===== config.mk =====
export PLATFORM = sky130hd
export DESIGN_NAME = indexed_list_buffer_unit
export DESIGN_NICKNAME = d
export VERILOG_FILES = /design/src/design/ilb_pkg.sv /design/src/design/ilb_cell.sv /design/src/design/indexed_list_buffer_unit.sv
export VERILOG_INCLUDE_DIRS = /design/src /design/src/design
export SDC_FILE = /design/constraint.sdc
export NUM_CORES = 1
export LEC_CHECK = 0
export ABC_AREA = 1
export BUFFER_PORTS_ARGS = -buffer_cell sky130_fd_sc_hd__buf_4
export CELL_PAD_IN_SITES_DETAIL_PLACEMENT = 2
export CELL_PAD_IN_SITES_GLOBAL_PLACEMENT = 2
export CORE_MARGIN = 3
export CORE_UTILIZATION = 30
export DETAILED_ROUTE_END_ITERATION = 16
export PLACE_DENSITY_LB_ADDON = 0.1
export SLEW_MARGIN = 20
export SYNTH_ARGS = -nofsm -noshare
export SYNTH_HDL_FRONTEND = slang
export SYNTH_SLANG_ARGS = --single-unit

===== constraint.sdc =====
create_clock -name clock -period 12.5 [get_ports clock]
set_clock_uncertainty 0.2 [all_clocks]
set_input_delay 0.625 -clock clock [delete_from_list [all_inputs] [get_ports clock]]
set_output_delay 0.625 -clock clock [all_outputs]
set_load 0.05 [all_outputs]

===== src/design/indexed_list_buffer_unit_defines.svh =====
// assertion macros for the indexed list buffer
`ifndef INDEXED_LIST_BUFFER_UNIT_DEFINES_SVH
`define INDEXED_LIST_BUFFER_UNIT_DEFINES_SVH

// same-cycle implication
`define ILB_ASSERT_NOW(label, clk, rst, ante, cons, msg) \
   label: assert property (@(posedge clk) disable iff (rst) (ante) |-> (cons)) else $error(msg);

// next-cycle implication
`define ILB_ASSERT_NEXT(label, clk, rst, ante, cons, msg) \
   label: assert property (@(posedge clk) disable iff (rst) (ante) |=> (cons)) else $error(msg);

`endif


===== src/design/ilb_pkg.sv =====
package ilb_pkg;

   localparam int DATA_W = 32;
   localparam logic [DATA_W-1:0] ERR_DATA = {DATA_W{1'b1}};

   typedef enum logic [1:0] {
      OP_GET    = 2'd0,
      OP_INSERT = 2'd1,
      OP_REMOVE = 2'd2,
      OP_SET    = 2'd3
   } op_type;

   typedef enum logic [1:0] {
      ST_OK    = 2'd0,
      ST_RANGE = 2'd1,
      ST_FULL  = 2'd2
   } status_type;

   typedef enum logic [1:0] {
      CMD_HOLD   = 2'd0,
      CMD_INSERT = 2'd1,
      CMD_REMOVE = 2'd2,
      CMD_SET    = 2'd3
   } cell_cmd_type;

   typedef struct packed {
      cell_cmd_type cmd;
      logic         at_idx;
      logic         past_idx;
   } cell_ctl_type;

endpackage


===== src/design/ilb_cell.sv =====
module ilb_cell (
   input  logic                       clock,
   input  ilb_pkg::cell_ctl_type      ctl,
   input  logic [ilb_pkg::DATA_W-1:0] new_value,
   input  logic [ilb_pkg::DATA_W-1:0] left_data,
   input  logic [ilb_pkg::DATA_W-1:0] right_data,
   output logic [ilb_pkg::DATA_W-1:0] data
);

   logic [ilb_pkg::DATA_W-1:0] data_ff;
   logic [ilb_pkg::DATA_W-1:0] data_in;

   always_comb begin
      data_in = data_ff;
      unique case (ctl.cmd)
         ilb_pkg::CMD_HOLD: begin
            data_in = data_ff;
         end
         ilb_pkg::CMD_INSERT: begin
            if (ctl.at_idx) begin
               data_in = new_value;
            end else if (ctl.past_idx) begin
               data_in = left_data;
            end
         end
         ilb_pkg::CMD_REMOVE: begin
            if (ctl.at_idx || ctl.past_idx) begin
               data_in = right_data;
            end
         end
         ilb_pkg::CMD_SET: begin
            if (ctl.at_idx) begin
               data_in = new_value;
            end
         end
         default: begin
            data_in = data_ff;
         end
      endcase
   end

   always_ff @(posedge clock) begin
      data_ff <= data_in;
   end

   assign data = data_ff;

endmodule


===== src/design/indexed_list_buffer_unit.sv =====
// a result is registered and appears in the cycle after its request is accepted
// throughput: one request per cycle; every cell shifts in parallel with its neighbors
// busy stays low, so start may be held high every cycle
// synchronous reset empties the list; entry contents are left as they are
// results cannot be stalled by the receiver
`include "indexed_list_buffer_unit_defines.svh"

module indexed_list_buffer_unit #(
   parameter int DEPTH = 16
) (
   input  logic                                 clock,
   input  logic                                 reset,
   input  logic                                 start,
   output logic                                 busy,
   input  logic [1:0]                           req_operation,
   input  logic [$clog2(DEPTH+1)-1:0]           req_index,
   input  logic signed [ilb_pkg::DATA_W-1:0]    req_value,
   output logic                                 rsp_valid,
   output logic signed [ilb_pkg::DATA_W-1:0]    rsp_data,
   output logic [1:0]                           rsp_status,
   output logic [$clog2(DEPTH+1)-1:0]           rsp_count,
   output logic                                 rsp_empty_res
);

   localparam int IW = $clog2(DEPTH + 1);
   localparam int AW = (DEPTH > 1) ? $clog2(DEPTH) : 1;

   logic [IW-1:0]                cnt_ff;
   logic [IW-1:0]                cnt_in;
   logic                         rsp_valid_ff;
   logic [ilb_pkg::DATA_W-1:0]   rsp_data_ff;
   logic [ilb_pkg::DATA_W-1:0]   rsp_data_in;
   ilb_pkg::status_type          rsp_status_ff;
   ilb_pkg::status_type          rsp_status_in;
   logic [IW-1:0]                rsp_count_ff;

   logic                         accept;
   ilb_pkg::op_type              op;
   logic                         range_err;
   logic                         full;
   logic                         do_op;
   ilb_pkg::cell_cmd_type        cmd;
   logic [ilb_pkg::DATA_W-1:0]   read_data;
   logic [ilb_pkg::DATA_W-1:0]   cell_data [DEPTH];
   ilb_pkg::cell_ctl_type        cell_ctl [DEPTH];

   assign busy   = 1'b0;
   assign accept = start && !busy;
   assign op     = ilb_pkg::op_type'(req_operation);
   assign full   = (cnt_ff == IW'(DEPTH));

   always_comb begin
      range_err = (req_index >= cnt_ff);
      if (op == ilb_pkg::OP_INSERT) begin
         range_err = (req_index > cnt_ff);
      end
   end

   assign read_data = cell_data[req_index[AW-1:0]];

   always_comb begin
      do_op         = 1'b0;
      cmd           = ilb_pkg::CMD_HOLD;
      cnt_in        = cnt_ff;
      rsp_data_in   = ilb_pkg::ERR_DATA;
      rsp_status_in = ilb_pkg::ST_OK;
      if (range_err) begin
         rsp_status_in = ilb_pkg::ST_RANGE;
      end else if (op == ilb_pkg::OP_INSERT && full) begin
         rsp_status_in = ilb_pkg::ST_FULL;
      end else begin
         do_op = accept;
         unique case (op)
            ilb_pkg::OP_GET: begin
               rsp_data_in = read_data;
            end
            ilb_pkg::OP_INSERT: begin
               rsp_data_in = '0;
               cmd         = ilb_pkg::CMD_INSERT;
               cnt_in      = cnt_ff + IW'(1);
            end
            ilb_pkg::OP_REMOVE: begin
               rsp_data_in = read_data;
               cmd         = ilb_pkg::CMD_REMOVE;
               cnt_in      = cnt_ff - IW'(1);
            end
            ilb_pkg::OP_SET: begin
               rsp_data_in = '0;
               cmd         = ilb_pkg::CMD_SET;
            end
            default: begin
               rsp_data_in = ilb_pkg::ERR_DATA;
            end
         endcase
      end
      if (!do_op) begin
         cmd    = ilb_pkg::CMD_HOLD;
         cnt_in = cnt_ff;
      end
   end

   for (genvar g = 0; g < DEPTH; g++) begin : g_cell
      logic [ilb_pkg::DATA_W-1:0] left_data;
      logic [ilb_pkg::DATA_W-1:0] right_data;

      assign cell_ctl[g].cmd      = cmd;
      assign cell_ctl[g].at_idx   = (req_index == IW'(g));
      assign cell_ctl[g].past_idx = (IW'(g) > req_index);

      if (g == 0) begin : g_first
         assign left_data = req_value;
      end else begin : g_mid_left
         assign left_data = cell_data[g-1];
      end

      if (g == DEPTH - 1) begin : g_last
         assign right_data = cell_data[g];
      end else begin : g_mid_right
         assign right_data = cell_data[g+1];
      end

      ilb_cell u_cell (
         .clock      (clock),
         .ctl        (cell_ctl[g]),
         .new_value  (req_value),
         .left_data  (left_data),
         .right_data (right_data),
         .data       (cell_data[g])
      );
   end

   always_ff @(posedge clock) begin
      if (reset) begin
         cnt_ff       <= '0;
         rsp_valid_ff <= 1'b0;
      end else begin
         cnt_ff       <= cnt_in;
         rsp_valid_ff <= accept;
      end
   end

   always_ff @(posedge clock) begin
      if (accept) begin
         rsp_data_ff   <= rsp_data_in;
         rsp_status_ff <= rsp_status_in;
         rsp_count_ff  <= cnt_in;
      end
   end

   assign rsp_valid     = rsp_valid_ff;
   assign rsp_data      = rsp_data_ff;
   assign rsp_status    = rsp_status_ff;
   assign rsp_count     = rsp_count_ff;
   assign rsp_empty_res = (rsp_count_ff == '0);

   `ILB_ASSERT_NOW(a_count_bound, clock, reset, 1'b1, cnt_ff <= IW'(DEPTH), "count above depth")
   `ILB_ASSERT_NEXT(a_rsp_follows, clock, reset, accept, rsp_valid, "request without response")
   `ILB_ASSERT_NEXT(a_insert_count, clock, reset,
      do_op && op == ilb_pkg::OP_INSERT,
      cnt_ff == $past(cnt_ff) + IW'(1), "insert did not grow list")
   `ILB_ASSERT_NEXT(a_error_hold, clock, reset, accept && !do_op,
      cnt_ff == $past(cnt_ff) && rsp_data == ilb_pkg::ERR_DATA,
      "refused request changed state")

endmodule


Yosys cells after proc, flatten, opt, wreduce, memory -nomap -nowiden
Cells that the tools add are included.

Flip-flop bits (word level): 557. Bits of input ports: 42. Output and inout bits: 42. Logic and storage cells: 249.

$add $sub $neg: 2. Magnitude comparators: 19. Equal/unequal tests: 69. Multiplexer cells: 95. Bitwise gates (word level): 3. Reductions and logical operators: 40.

Operator list (number): 32-bit 2-to-1 mux (65); 32-bit case mux with 3 select lines (15); 32-bit binary-select mux with 4-bit select (1); 32-bit case mux with 2 select lines (2); 2-bit by 1-bit inequality test with 1-bit output, second input constant (30); 4-bit AND reduction (15); 3-bit by 1-bit inequality test with 1-bit output, second input constant (15); 5-bit by 4-bit equality test with 1-bit output, second input constant (8); 4-bit by 5-bit > comparator with 1-bit output, first input constant (8); 5-bit by 3-bit equality test with 1-bit output, second input constant (4); 3-bit by 5-bit > comparator with 1-bit output, first input constant (4); 1-bit logical OR (15); 5-bit 2-to-1 mux (3); 5-bit by 2-bit equality test with 1-bit output, second input constant (2); 1-bit by 5-bit > comparator with 1-bit output, first input constant (2); 2-bit by 5-bit > comparator with 1-bit output, first input constant (2); 5-bit zero test (2); 5-bit case mux with 2 select lines (1); 2-bit equality test, second input constant (4); 2-bit 2-to-1 mux (4); 2-bit OR reduction (4); 2-bit case mux with 3 select lines (1); 5-bit by 1-bit adder with 5-bit output, second input constant (1); 5-bit by 1-bit equality test with 1-bit output, second input constant (1); other kinds (14) (19).

Depth between registers and ports, before layout
Gate-level depths: netlist of run 1.

Depth in word-level cells: 9. Mapped depth: 17. Mapped depth without buffers: 13.

By module
Synthesis of run 1 repeated with hierarchy kept, for this count alone.

Cell total of the unflattened synthesis: 7420. Area total of the unflattened synthesis: 49296.0 sq um.

Modules (own cells, without submodules): ilb_cell (instances 16, cells each 383, area each 2648.8 sq um, seq. area each 960.9 sq um); indexed_list_buffer_unit (instances 1, cells each 1292, area each 6915.4 sq um, seq. area each 1291.2 sq um).

Worst setup path before layout of run 1
Ideal clock, no wire load.

Path kind: in2reg. Start: in req_index[0]. End: reg g_cell[8].u_cell.data_ff, in the netlist g_cell[8].u_cell.data[0] (enable). Setup time: 0.466 ns. Data arrival time: 4.784 ns. Required time: 11.834 ns. Slack: 7.050 ns. Cell stages on the path: 15. Buffers on the path: 4. Cells stage by stage: inv_1 buf_2 clkbuf_1 buf_2 ha_1 nand3_1 nor2_2 nor2_1 nand2_1 nand2_2 nand3_4 buf_6 nand2_2 inv_2 o21ai_0.

Cells in the longest elaborated chain, start to end: 7. Elaborated cells on any way between the ends: 18. Classes of those cells: 3 x order compare; 7 x eq/ne; 4 x mux; 1 x bitwise; 3 x reduce/logical.

RTL lines: start, declared (line indexed_list_buffer_unit.sv:16) `input logic [$clog2(DEPTH+1)-1:0] req_index,`; 5-bit greater-or-equal comparator / 5-bit > comparator (equally long branches) (line indexed_list_buffer_unit.sv:53, indexed_list_buffer_unit.sv:55); 1-bit 2-to-1 mux (line indexed_list_buffer_unit.sv:54) `if (op == ilb_pkg::OP_INSERT) begin`; 2-bit 2-to-1 mux / 1-bit 2-to-1 mux (equally long branches) (line indexed_list_buffer_unit.sv:67) `if (range_err) begin`; 2-bit 2-to-1 mux (line indexed_list_buffer_unit.sv:96) `if (!do_op) begin`; 2-bit by 1-bit equality test with 1-bit output, or another cell as far along (line ilb_cell.sv:15) `unique case (ctl.cmd)`; 3-bit by 1-bit inequality test with 1-bit output (no source line), or another cell as far along; 4-bit AND reduction (no source line) *; end signal, assigned (line ilb_cell.sv:43) `data_ff <= data_in;`; end, declared (line ilb_cell.sv:10) `logic [ilb_pkg::DATA_W-1:0] data_ff;`.

Mark *: on every way between the ends. The rest lies on a longest branch, timed or not. A chain may end at the register's enable or synchronous reset.

Final worst setup path of run 1
Start: reg cnt_ff[1]. End: reg g_cell[0].u_cell.data_ff, in the netlist g_cell[0].u_cell.data[7], data pin.

Cells in the longest elaborated chain, start to end: 7. Elaborated cells on any way between the ends: 14. Classes of those cells: 2 x order compare; 4 x eq/ne; 7 x mux; 1 x reduce/logical.

RTL lines: start, declared (line indexed_list_buffer_unit.sv:28) `logic [IW-1:0] cnt_ff;`; start signal, assigned (line indexed_list_buffer_unit.sv:137) `cnt_ff <= cnt_in;`; parallel branches: the longest is 4 deep, another holds 5-bit greater-or-equal comparator; 2-bit 2-to-1 mux * (line indexed_list_buffer_unit.sv:96); 2-bit equality test / 2-bit by 1-bit equality test with 1-bit output (equally long branches) (line ilb_cell.sv:15); 32-bit case mux with 3 select lines * (line ilb_cell.sv:15); via g_cell[0].u_cell.data_in, one bit (line ilb_cell.sv:11) `logic [ilb_pkg::DATA_W-1:0] data_in;`; end signal, assigned (line ilb_cell.sv:43); end, declared (line ilb_cell.sv:10).

Mark *: on every way through the listed nets, which the timed path passes.

==> impl_metrics.env, run 1 <==
export IMPL_syn_inst=4183
export IMPL_fin_nets=4081
export IMPL_synth_top_flop_cell="edfxtp_1"
export IMPL_place_gp_congestion=0.756
export IMPL_holdWs_ns=0.208
export IMPL_grt_pass1_wl_um=237000
export IMPL_r2r_slack_ns=7.12
export IMPL_drtIter0Drc=2447
export IMPL_antenna_cells=0
export IMPL_period_minus_slack_ns=5.38
export IMPL_postCtsSetupRepairBufs=0
export IMPL_drtAntennaViolNets=0
export IMPL_rows=123
export IMPL_ctsResizeCount=0
export IMPL_worst_slew_pin_slew_ns=1.20
export IMPL_core_um2=113000
export IMPL_setup_viol=0
export IMPL_cap_violations=0
export IMPL_htree_levels=3
export IMPL_ys_ff_latch=557
export IMPL_ys_types=37
export IMPL_drv_slew=0
export IMPL_clk_pin_slew_ns=0.06
export IMPL_vdd_drop_max_mv=0.0905
export IMPL_async_flop_share_pct=0
export IMPL_p_leak_nw=15.2
export IMPL_grt_overflow=0
export IMPL_yosys_warnings=0
export IMPL_netlist_area_um2=34300
export IMPL_antenna_found_initial=3
export IMPL_place_area_um2=35700
export IMPL_final_cell_count_no_fill=5578
export IMPL_n_fill_cell=12800
export IMPL_routed_wirelength_um=162000
export IMPL_ios=84
export IMPL_dp_cells=5447
export IMPL_clock_root_buffer="clkbuf_16"
export IMPL_synth_avg_cell_area_um2=8.20
export IMPL_cts_num_sinks=557
export IMPL_grt_max_degree=195
export IMPL_crit_type="reg2reg"
export IMPL_wl_per_cell_um=29.0
export IMPL_dp_slack_ns=6.71
export IMPL_drt_pass1_iter_count=5
export IMPL_cts_tree="done"
export IMPL_die_w_um=344
export IMPL_fin_area_um2=37900
export IMPL_clk_latency_ns=0.67
export IMPL_crit_fanout=170
export IMPL_initial_utilization_pct=30.4
export IMPL_timing_fmax_ghz=0.186
export IMPL_drive_gt1_share_pct=7.90
export IMPL_yosysSeqAreaShare_pct=48.6
export IMPL_syn_num_nets=4238
export IMPL_via_per_inst=5.71
export IMPL_worst_slack_ns=7.12
export IMPL_numCtsBuffers=76
export IMPL_fin_tns_setup_ns=0
export IMPL_p_per_area_nw_per_um2=129
export IMPL_cp_arrival_ns=5.58
export IMPL_die_h_um=344
export IMPL_total_power_mw=4.89
export IMPL_synthToLayoutAreaGrowth_pct=10.5
export IMPL_crit_path_start_kind="register"
export IMPL_grt_usage_pct=27.0
export IMPL_fin_util_pct=33.6
export IMPL_drc=0
export IMPL_outcome="completed"
export IMPL_numPortBuffers=82
export IMPL_die_area_um2=118000
export IMPL_end_kind="register"
export IMPL_slew_headroom_pct=20.1
export IMPL_dp_hpwl_um=87400
export IMPL_finalCritPeriodShare_pct=43.0
export IMPL_grt_pass1_vias=33400
export IMPL_hold_viol=0
export IMPL_synth_edf_count=551
export IMPL_vias=31800
export IMPL_hp_class="in2reg"
export IMPL_rsz0062_at_grt="no"
export IMPL_cts_buffer_depth=3
export IMPL_critPathRequiredTime_ns=12.71
final timing paths:
path | startpoint | endpoint | depth (start not counted)
setup / recovery | cnt_ff[1] | g_cell[0].u_cell.data[7] | 13
hold / removal | req_value[9] | g_cell[15].u_cell.data[9] | 3
setup reg to reg | cnt_ff[1] | g_cell[0].u_cell.data[7] | 13
hold reg to reg | cnt_ff[2] | cnt_ff[2] | 2
synthesized netlist by cell type, drive strengths merged, types with 10 or more instances:
cell / instances / area, um2
and3: 10 / 62.6
a21oi: 164 / 821
buf: 236 / 1410
inv: 474 / 1780
nand4: 32 / 206
o211ai: 419 / 3150
o22ai: 128 / 801
edfxtp: 551 / 16500
ha: 12 / 150
nor3: 23 / 115
clkbuf: 140 / 526
nand3: 485 / 2440
nand2: 1170 / 4480
nor2: 55 / 265
o21ai: 261 / 1310
layout make-up:
cell class                      count  area (um2)  share of cell area, %
Sequential cell                   557       16700                   44.0
Tap cell                         1500        1880                   4.95
Timing Repair Buffer              141        1110                   2.92
Inverter                          474        1790                   4.72
Clock inverter                     25         136                  0.360
Clock buffer                      105        2070                   5.47
Multi-Input combinational cell   2776       14300                   37.6
cell usage in the layout (no fill, tap or decap), types with 7 or more instances in the layout:
cell type  count
buf_4        135
nand2_4       14
nor3_1        22
nand2_1     1127
o22ai_1      128
a21oi_4        8
nand4_1       31
and3_1        10
clkbuf_16     79
nand3_1      477
inv_2          8
clkinv_2       9
o211ai_1     419
clkinv_1      14
o21ai_0      230
o21ai_1       27
nor2_4         7
nor2_1        45
a21oi_1      156
edfxtp_1     551
nand3_4        8
clkbuf_1      26
nand2_2       29
inv_1        462
ha_1          12
layer usage:
metal  part of all wire [%]  GRT usage (%)  vias up
li1                       -              -    14200
met4                    2.3           6.34        2
met3                    4.1           2.96      199
met5                 0.0080              0        -
met2                     48           45.9      722
met1                     46           36.9    16700
cells by family (layout without fill, tap and decap cells):
group / Yosys count / in the layout / share of synthesized area, %
adder cells (fa/ha/maj): 13 / 13 / 0.496
other: 1 / 1 / 0.0109
AND/OR/NAND/NOR: 1781 / 1781 / 22.2
XOR/XNOR: 3 / 3 / 0.0766
flip-flops: 557 / 557 / 48.6
buffers and inverters: 850 / 745 / 10.8
AO/OA/AOI/OAI: 978 / 978 / 17.8
repair_timing:
action | 4_1_cts | 5_1_grt
hold endpoints to repair | 6 | 0
hold buffers | 1 | 0
setup endpoints to repair | 0 | 0
flip-flops by register name (all words and copies together) (netlist names):
signal,flops
g_cell.u_cell.data,512
rsp_valid,1
rsp_count,5
cnt_ff,5
rsp_data,32
rsp_status,2
where the power goes:
group	internal, mW	switching (mW)	total (mW)
clock network	1.15	0.907	2.06
logic	0.164	0.492	0.656
registers	2.14	0.0302	2.17
critical path, cell delays in order, from the launching register on:
cell	delay, ns
dfxtp_1	0.42
inv_1	0.11
ha_1	0.30
nand2_1	0.07
nor2_2	0.14
nand2_1	0.10
nand2_2	0.14
nand3_4	0.48
nor2_4	0.66
buf_4	0.69
buf_12	0.69
buf_4	0.64
nand2_1	0.12
o21a_1	0.14
Power figures use the tool's default switching activity.
==> run 2, diff against run 1 <==
==> constraint.sdc (replaced) <==
create_clock -name clock -period 5.29 [get_ports clock]
set_clock_uncertainty 0.2 [all_clocks]
set_input_delay 0.2645 -clock clock [delete_from_list [all_inputs] [get_ports clock]]
set_output_delay 0.2645 -clock clock [all_outputs]
set_load 0.05 [all_outputs]
==> run 2 against run 1 <==
Design area is 2.1% higher. First-iteration DRC count is 11% higher. Clock power grew to 2.6 times the previous value. Combinational power is 140% higher. Critical path type unchanged. Utilization is 0.70 points higher. Non-clock buffer count is 52 higher. Setup slack worse by 5.7 ns. Critical path depth is 1 lower. Total power is 140% higher. Fmax is 38% higher. Register-to-register slack worse by 5.7 ns. Flip-flop and latch count stayed put.
==> impl_metrics.env, run 2 (synthesis results as in run 1) <==
export IMPL_outcome="completed"
export IMPL_crit_fanout=22
export IMPL_routed_wirelength_um=161000
export IMPL_core_um2=113000
export IMPL_end_kind="register"
export IMPL_vias=32000
export IMPL_crit_type="reg2reg"
export IMPL_die_w_um=344
export IMPL_cap_violations=0
export IMPL_final_cell_mix="nand2_1, edfxtp_1, nand3_1"
export IMPL_fin_nets=4133
export IMPL_p_per_area_nw_per_um2=309
export IMPL_die_area_um2=118000
export IMPL_postCtsSetupRepairBufs=0
export IMPL_htree_levels=3
export IMPL_r2r_slack_ns=1.38
export IMPL_final_cell_count_no_fill=5635
export IMPL_grt_overflow=0
export IMPL_p_leak_nw=15.6
export IMPL_holdCritStartpoint="req_index[3]"
export IMPL_grt_max_degree=180
export IMPL_n_fill_cell=12800
export IMPL_critPathRequiredTime_ns=5.36
export IMPL_r2r_start="cnt_ff[3]"
export IMPL_cts_num_sinks=557
export IMPL_timing_fmax_ghz=0.256
export IMPL_clockPowerShare_pct=44.0
export IMPL_worst_slew_pin_slew_ns=1.20
export IMPL_clk_pin_slew_ns=0.06
export IMPL_p_int_mw=8.56
export IMPL_cts_buffer_depth=3
export IMPL_worstHoldEndpoint="rsp_data[13]"
export IMPL_ctsResizeCount=0
export IMPL_hp_class="in2reg"
export IMPL_clock_root_buffer="clkbuf_16"
export IMPL_cp_arrival_ns=3.97
export IMPL_sequentialPowerShare_pct=42.8
export IMPL_drive_gt1_share_pct=8.56
export IMPL_dp_cells=5467
export IMPL_crit_reg2reg_capture="g_cell[10].u_cell.data[9]"
export IMPL_drv_slew=0
export IMPL_combPwrFrac_pct=13.3
export IMPL_antenna_found_initial=4
export IMPL_numCtsBuffers=76
export IMPL_cp_startpoint="cnt_ff[3]"
export IMPL_switching_share_pct=28.5
export IMPL_hold_viol=0
export IMPL_wl_per_cell_um=28.6
export IMPL_setup_viol=0
export IMPL_drc=0
export IMPL_rsz0062_at_grt="no"
export IMPL_ios=84
export IMPL_numPortBuffers=82
export IMPL_clk_latency_ns=0.64
export IMPL_rows=123
export IMPL_fin_tns_setup_ns=0
export IMPL_via_per_inst=5.68
export IMPL_grt_pass1_vias=33200
export IMPL_cts_hold_buf=33
export IMPL_drt_pass1_iter_count=6
export IMPL_drtAntennaViolNets=0
export IMPL_rr_worst_depth=12
export IMPL_finalCritPeriodShare_pct=73.9
export IMPL_period_minus_slack_ns=3.91
export IMPL_crit_path_start_kind="register"
export IMPL_vdd_drop_max_mv=0.220
export IMPL_p_sw_mw=3.41
export IMPL_slew_headroom_pct=20.0
export IMPL_place_gp_congestion=0.749
export IMPL_grt_usage_pct=26.8
export IMPL_grt_pass1_wl_um=233000
export IMPL_layout_commonest_cell="nand2_1"
export IMPL_min_path_cells=4
export IMPL_initial_utilization_pct=30.4
export IMPL_cts_tree="done"
export IMPL_dp_hpwl_um=87800
export IMPL_largest_register_ffs=512
export IMPL_die_h_um=344
export IMPL_drtIter0Drc=2713
export IMPL_antenna_cells=0
export IMPL_synthToLayoutAreaGrowth_pct=12.8
run 2: final cells by class:
cell class	instances	area, um2	area share (%)
Clock buffer	101	2120	5.48
Tap cell	1500	1880	4.85
Sequential cell	557	16700	43.1
Inverter	474	1790	4.62
Clock inverter	34	302	0.779
Multi-Input combinational cell	2776	14300	36.8
Timing Repair Buffer	193	1690	4.36
run 2: critical path, cell delays in order, from the launching register on:
cell	delay, ns
dfxtp_1	0.43
inv_1	0.07
ha_1	0.31
nand3_1	0.10
nor2_2	0.05
nor2_1	0.10
nand2_1	0.10
nand2_2	0.15
nand3_1	0.18
nand2_2	0.22
inv_2	0.22
o21ai_4	0.71
buf_4	0.64
run 2: worst max-delay path by stage:
| stage | cells after the start | end | slack (ns) |
|---|---|---|---|
| after global routing | 12 | g_cell[10].u_cell.data[9] | 1.18 |
| final | 12 | g_cell[10].u_cell.data[9] | 1.38 |
| after floorplan | 15 | g_cell[8].u_cell.data[0] | 0.20 |
| after detailed placement | 13 | g_cell[10].u_cell.data[9] | 1.05 |
| after global placement | 13 | g_cell[10].u_cell.data[13] | 1.06 |
| after CTS | 12 | g_cell[10].u_cell.data[9] | 1.39 |
run 2: layer usage:
layer / part of all wire [%] / up-vias / global-route usage, % / routed length (um)
li1: - / 14300 / - / -
met1: 47 / 16700 / 37.4 / 75300
met2: 46 / 777 / 44.3 / 74800
met3: 4.4 / 191 / 3.20 / 7110
met4: 2.4 / 4 / 6.14 / 3830
met5: 0.017 / - / 0 / 27
run 2: per-stage QoR:
stage	worst slack, ns	area (um2)	total power [mW]	hold WS (ns)	utilization (%)
2_1_floorplan	0.201	34300	6.13	0.134	-
3_3_place_gp	1.06	35900	6.75	0.304	31.8
3_5_place_dp	1.05	35900	6.77	0.305	31.8
4_1_cts	1.39	38700	12.1	0.0404	34.3
5_1_grt	1.18	38700	12.4	0.0697	34.3
6_report	1.38	38700	12.0	0.107	34.3
run 2: power groups by stage:
| stage | Clock, mW | Sequential (mW) | Combinational (mW) |
|---|---|---|---|
| after CTS | 5.40 | 5.12 | 1.59 |
| after detailed placement | 0 | 5.21 | 1.56 |
| after global placement | 0 | 5.21 | 1.54 |
| after global routing | 5.52 | 5.13 | 1.72 |
| after floorplan | 0 | 5.29 | 0.835 |
| final | 5.26 | 5.12 | 1.59 |
==> run 3, diff against run 2 <==
==> constraint.sdc (replaced) <==
create_clock -name clock -period 3.4 [get_ports clock]
set_clock_uncertainty 0.2 [all_clocks]
set_input_delay 0.17 -clock clock [delete_from_list [all_inputs] [get_ports clock]]
set_output_delay 0.17 -clock clock [all_outputs]
set_load 0.05 [all_outputs]
==> run 3 against run 2 <==
Setup slack got worse by 1.1 ns. Worst hold slack got worse by 0.042 ns. Fmax grew 24%. Cell count grew 1.5%. Sequential share of layout area decreased by 1.4 points. Global-route usage rose by 0.69 points. First-iteration DRC count rose by 6.3%.
==> impl_metrics.env, run 3 (synthesis results as in run 1) <==
export IMPL_holdCritStartpoint="start"
export IMPL_vdd_drop_max_mv=0.297
export IMPL_dp_slack_ns=0.0910
export IMPL_ios=84
export IMPL_cts_num_sinks=557
export IMPL_clk_pin_slew_ns=0.06
export IMPL_crit_path_start_kind="register"
export IMPL_drtAntennaViolNets=0
export IMPL_numPortBuffers=82
export IMPL_end_kind="register"
export IMPL_grt_pass1_vias=33700
export IMPL_crit_fanout=18
export IMPL_die_area_um2=118000
export IMPL_timing_fmax_ghz=0.317
export IMPL_cts_buffer_depth=3
export IMPL_worstHoldEndpoint="rsp_valid"
export IMPL_drc=0
export IMPL_fin_area_um2=40000
export IMPL_fin_nets=4215
export IMPL_fin_util_pct=35.4
export IMPL_numCtsBuffers=74
export IMPL_hp_class="in2reg"
export IMPL_core_um2=113000
export IMPL_initial_utilization_pct=30.4
export IMPL_setup_viol=0
export IMPL_synthToLayoutAreaGrowth_pct=16.5
export IMPL_grt_max_degree=151
export IMPL_grt_overflow=0
export IMPL_grt_pass1_wl_um=239000
export IMPL_rows=123
export IMPL_min_path_cells=4
export IMPL_r2r_slack_ns=0.25
export IMPL_cts_tree="done"
export IMPL_die_w_um=344
export IMPL_dp_cells=5548
export IMPL_r2r_start="cnt_ff[4]"
export IMPL_cp_startpoint="cnt_ff[4]"
export IMPL_p_leak_nw=16.2
export IMPL_drive_gt1_share_pct=10.3
export IMPL_grt_usage_pct=27.5
export IMPL_hold_viol=0
export IMPL_period_minus_slack_ns=3.15
export IMPL_drv_slew=0
export IMPL_dp_hpwl_um=98300
export IMPL_cap_violations=0
export IMPL_drt_pass1_iter_count=6
export IMPL_clock_root_buffer="clkbuf_16"
export IMPL_rsz0062_at_grt="no"
export IMPL_slew_headroom_pct=35.6
export IMPL_vias=32600
export IMPL_finalCritPeriodShare_pct=92.7
export IMPL_wl_per_cell_um=28.8
export IMPL_clk_latency_ns=0.65
export IMPL_layout_commonest_cell="nand2_1"
export IMPL_worst_slack_ns=0.249
export IMPL_drtIter0Drc=2885
export IMPL_largest_register_ffs=512
export IMPL_routed_wirelength_um=165000
export IMPL_via_per_inst=5.70
export IMPL_worst_slew_pin_slew_ns=0.966
export IMPL_final_cell_count_no_fill=5720
export IMPL_rr_worst_depth=12
export IMPL_cp_arrival_ns=3.28
export IMPL_crit_type="reg2reg"
export IMPL_p_per_area_nw_per_um2=464
export IMPL_final_cell_mix="nand2_1, edfxtp_1, nand3_1"
export IMPL_place_area_um2=37200
export IMPL_htree_levels=3
export IMPL_antenna_found_initial=6
export IMPL_outcome="completed"
export IMPL_die_h_um=344
export IMPL_crit_reg2reg_capture="g_cell[0].u_cell.data[11]"
export IMPL_critPathRequiredTime_ns=3.53
export IMPL_place_gp_congestion=0.801
## run 3: changes by cell type in the layout (fill, tap and decap cells not counted), sizes merged
cell	change
dlygate4sd3	+1
clkinv	+3
inv	+2
bufinv	-1
diode	+1
clkbuf	-4
buf	+83
## run 3: critical path, cell delays in order (launching register included)
cell	delay, ns
dfxtp_1	0.38
inv_2	0.07
ha_1	0.31
nand3_1	0.09
nor2_2	0.12
nand2_1	0.09
nand2_2	0.15
nand3_4	0.16
buf_4	0.20
nand2_2	0.15
inv_2	0.24
nor3_4	0.34
buf_12	0.28
## run 3: metal layers
metal	global-route usage (%)	share of wire, %	vias to the layer above
li1	-	-	14500
met1	38.5	46	17000
met2	43.8	45	922
met3	4.32	5.5	235
met4	7.88	3.0	0
met5	0	0	-
## run 3: metrics by stage
step / hold WS (ns) / TNS (ns) / total power, mW
3_3_place_gp: 0.213 / 0 / 10.6
6_report: 0.0645 / 0 / 18.6
2_1_floorplan: 0.0391 / -31.45 / 9.54
3_5_place_dp: 0.216 / 0 / 10.7
4_1_cts: 0.0333 / 0 / 18.7
5_1_grt: 0.0714 / 0 / 19.2
## run 3: what timing repair did
item | 4_1_cts | 5_1_grt
setup endpoints to repair | 0 | 66
resized for setup | 0 | 1
endpoints found under the hold margin | 494 | 0
hold buffers | 34 | 0
buffers inserted | 0 | 2
## run 3: layout make-up
cell class,instances,area (um2)
Antenna cell,1,2.50
Clock buffer,97,2020
Clock inverter,38,335
Fill cell,12700,73000
Inverter,474,1790
Multi-Input combinational cell,2776,14300
Sequential cell,557,16700
Tap cell,1500,1880
Timing Repair Buffer,277,3010
## run 3: worst max path at each step
stage                                           end  slack [ns]
after global placement    g_cell[1].u_cell.data[13]        0.19
after detailed placement  g_cell[1].u_cell.data[14]        0.09
after CTS                 g_cell[8].u_cell.data[15]        0.10
after floorplan           g_cell[11].u_cell.data[0]       -0.16
after global routing      g_cell[3].u_cell.data[20]        0.04
final                     g_cell[0].u_cell.data[11]        0.25
## run 3: report_power, final
part / leakage [nW] / switching (mW) / internal (mW) / total (mW)
clock: 1.16 / 3.39 / 4.57 / 7.96
sequential: 5.04 / 0.121 / 7.85 / 7.97
combinational: 9.97 / 1.87 / 0.756 / 2.63
total: 16.2 / 5.39 / 13.2 / 18.6
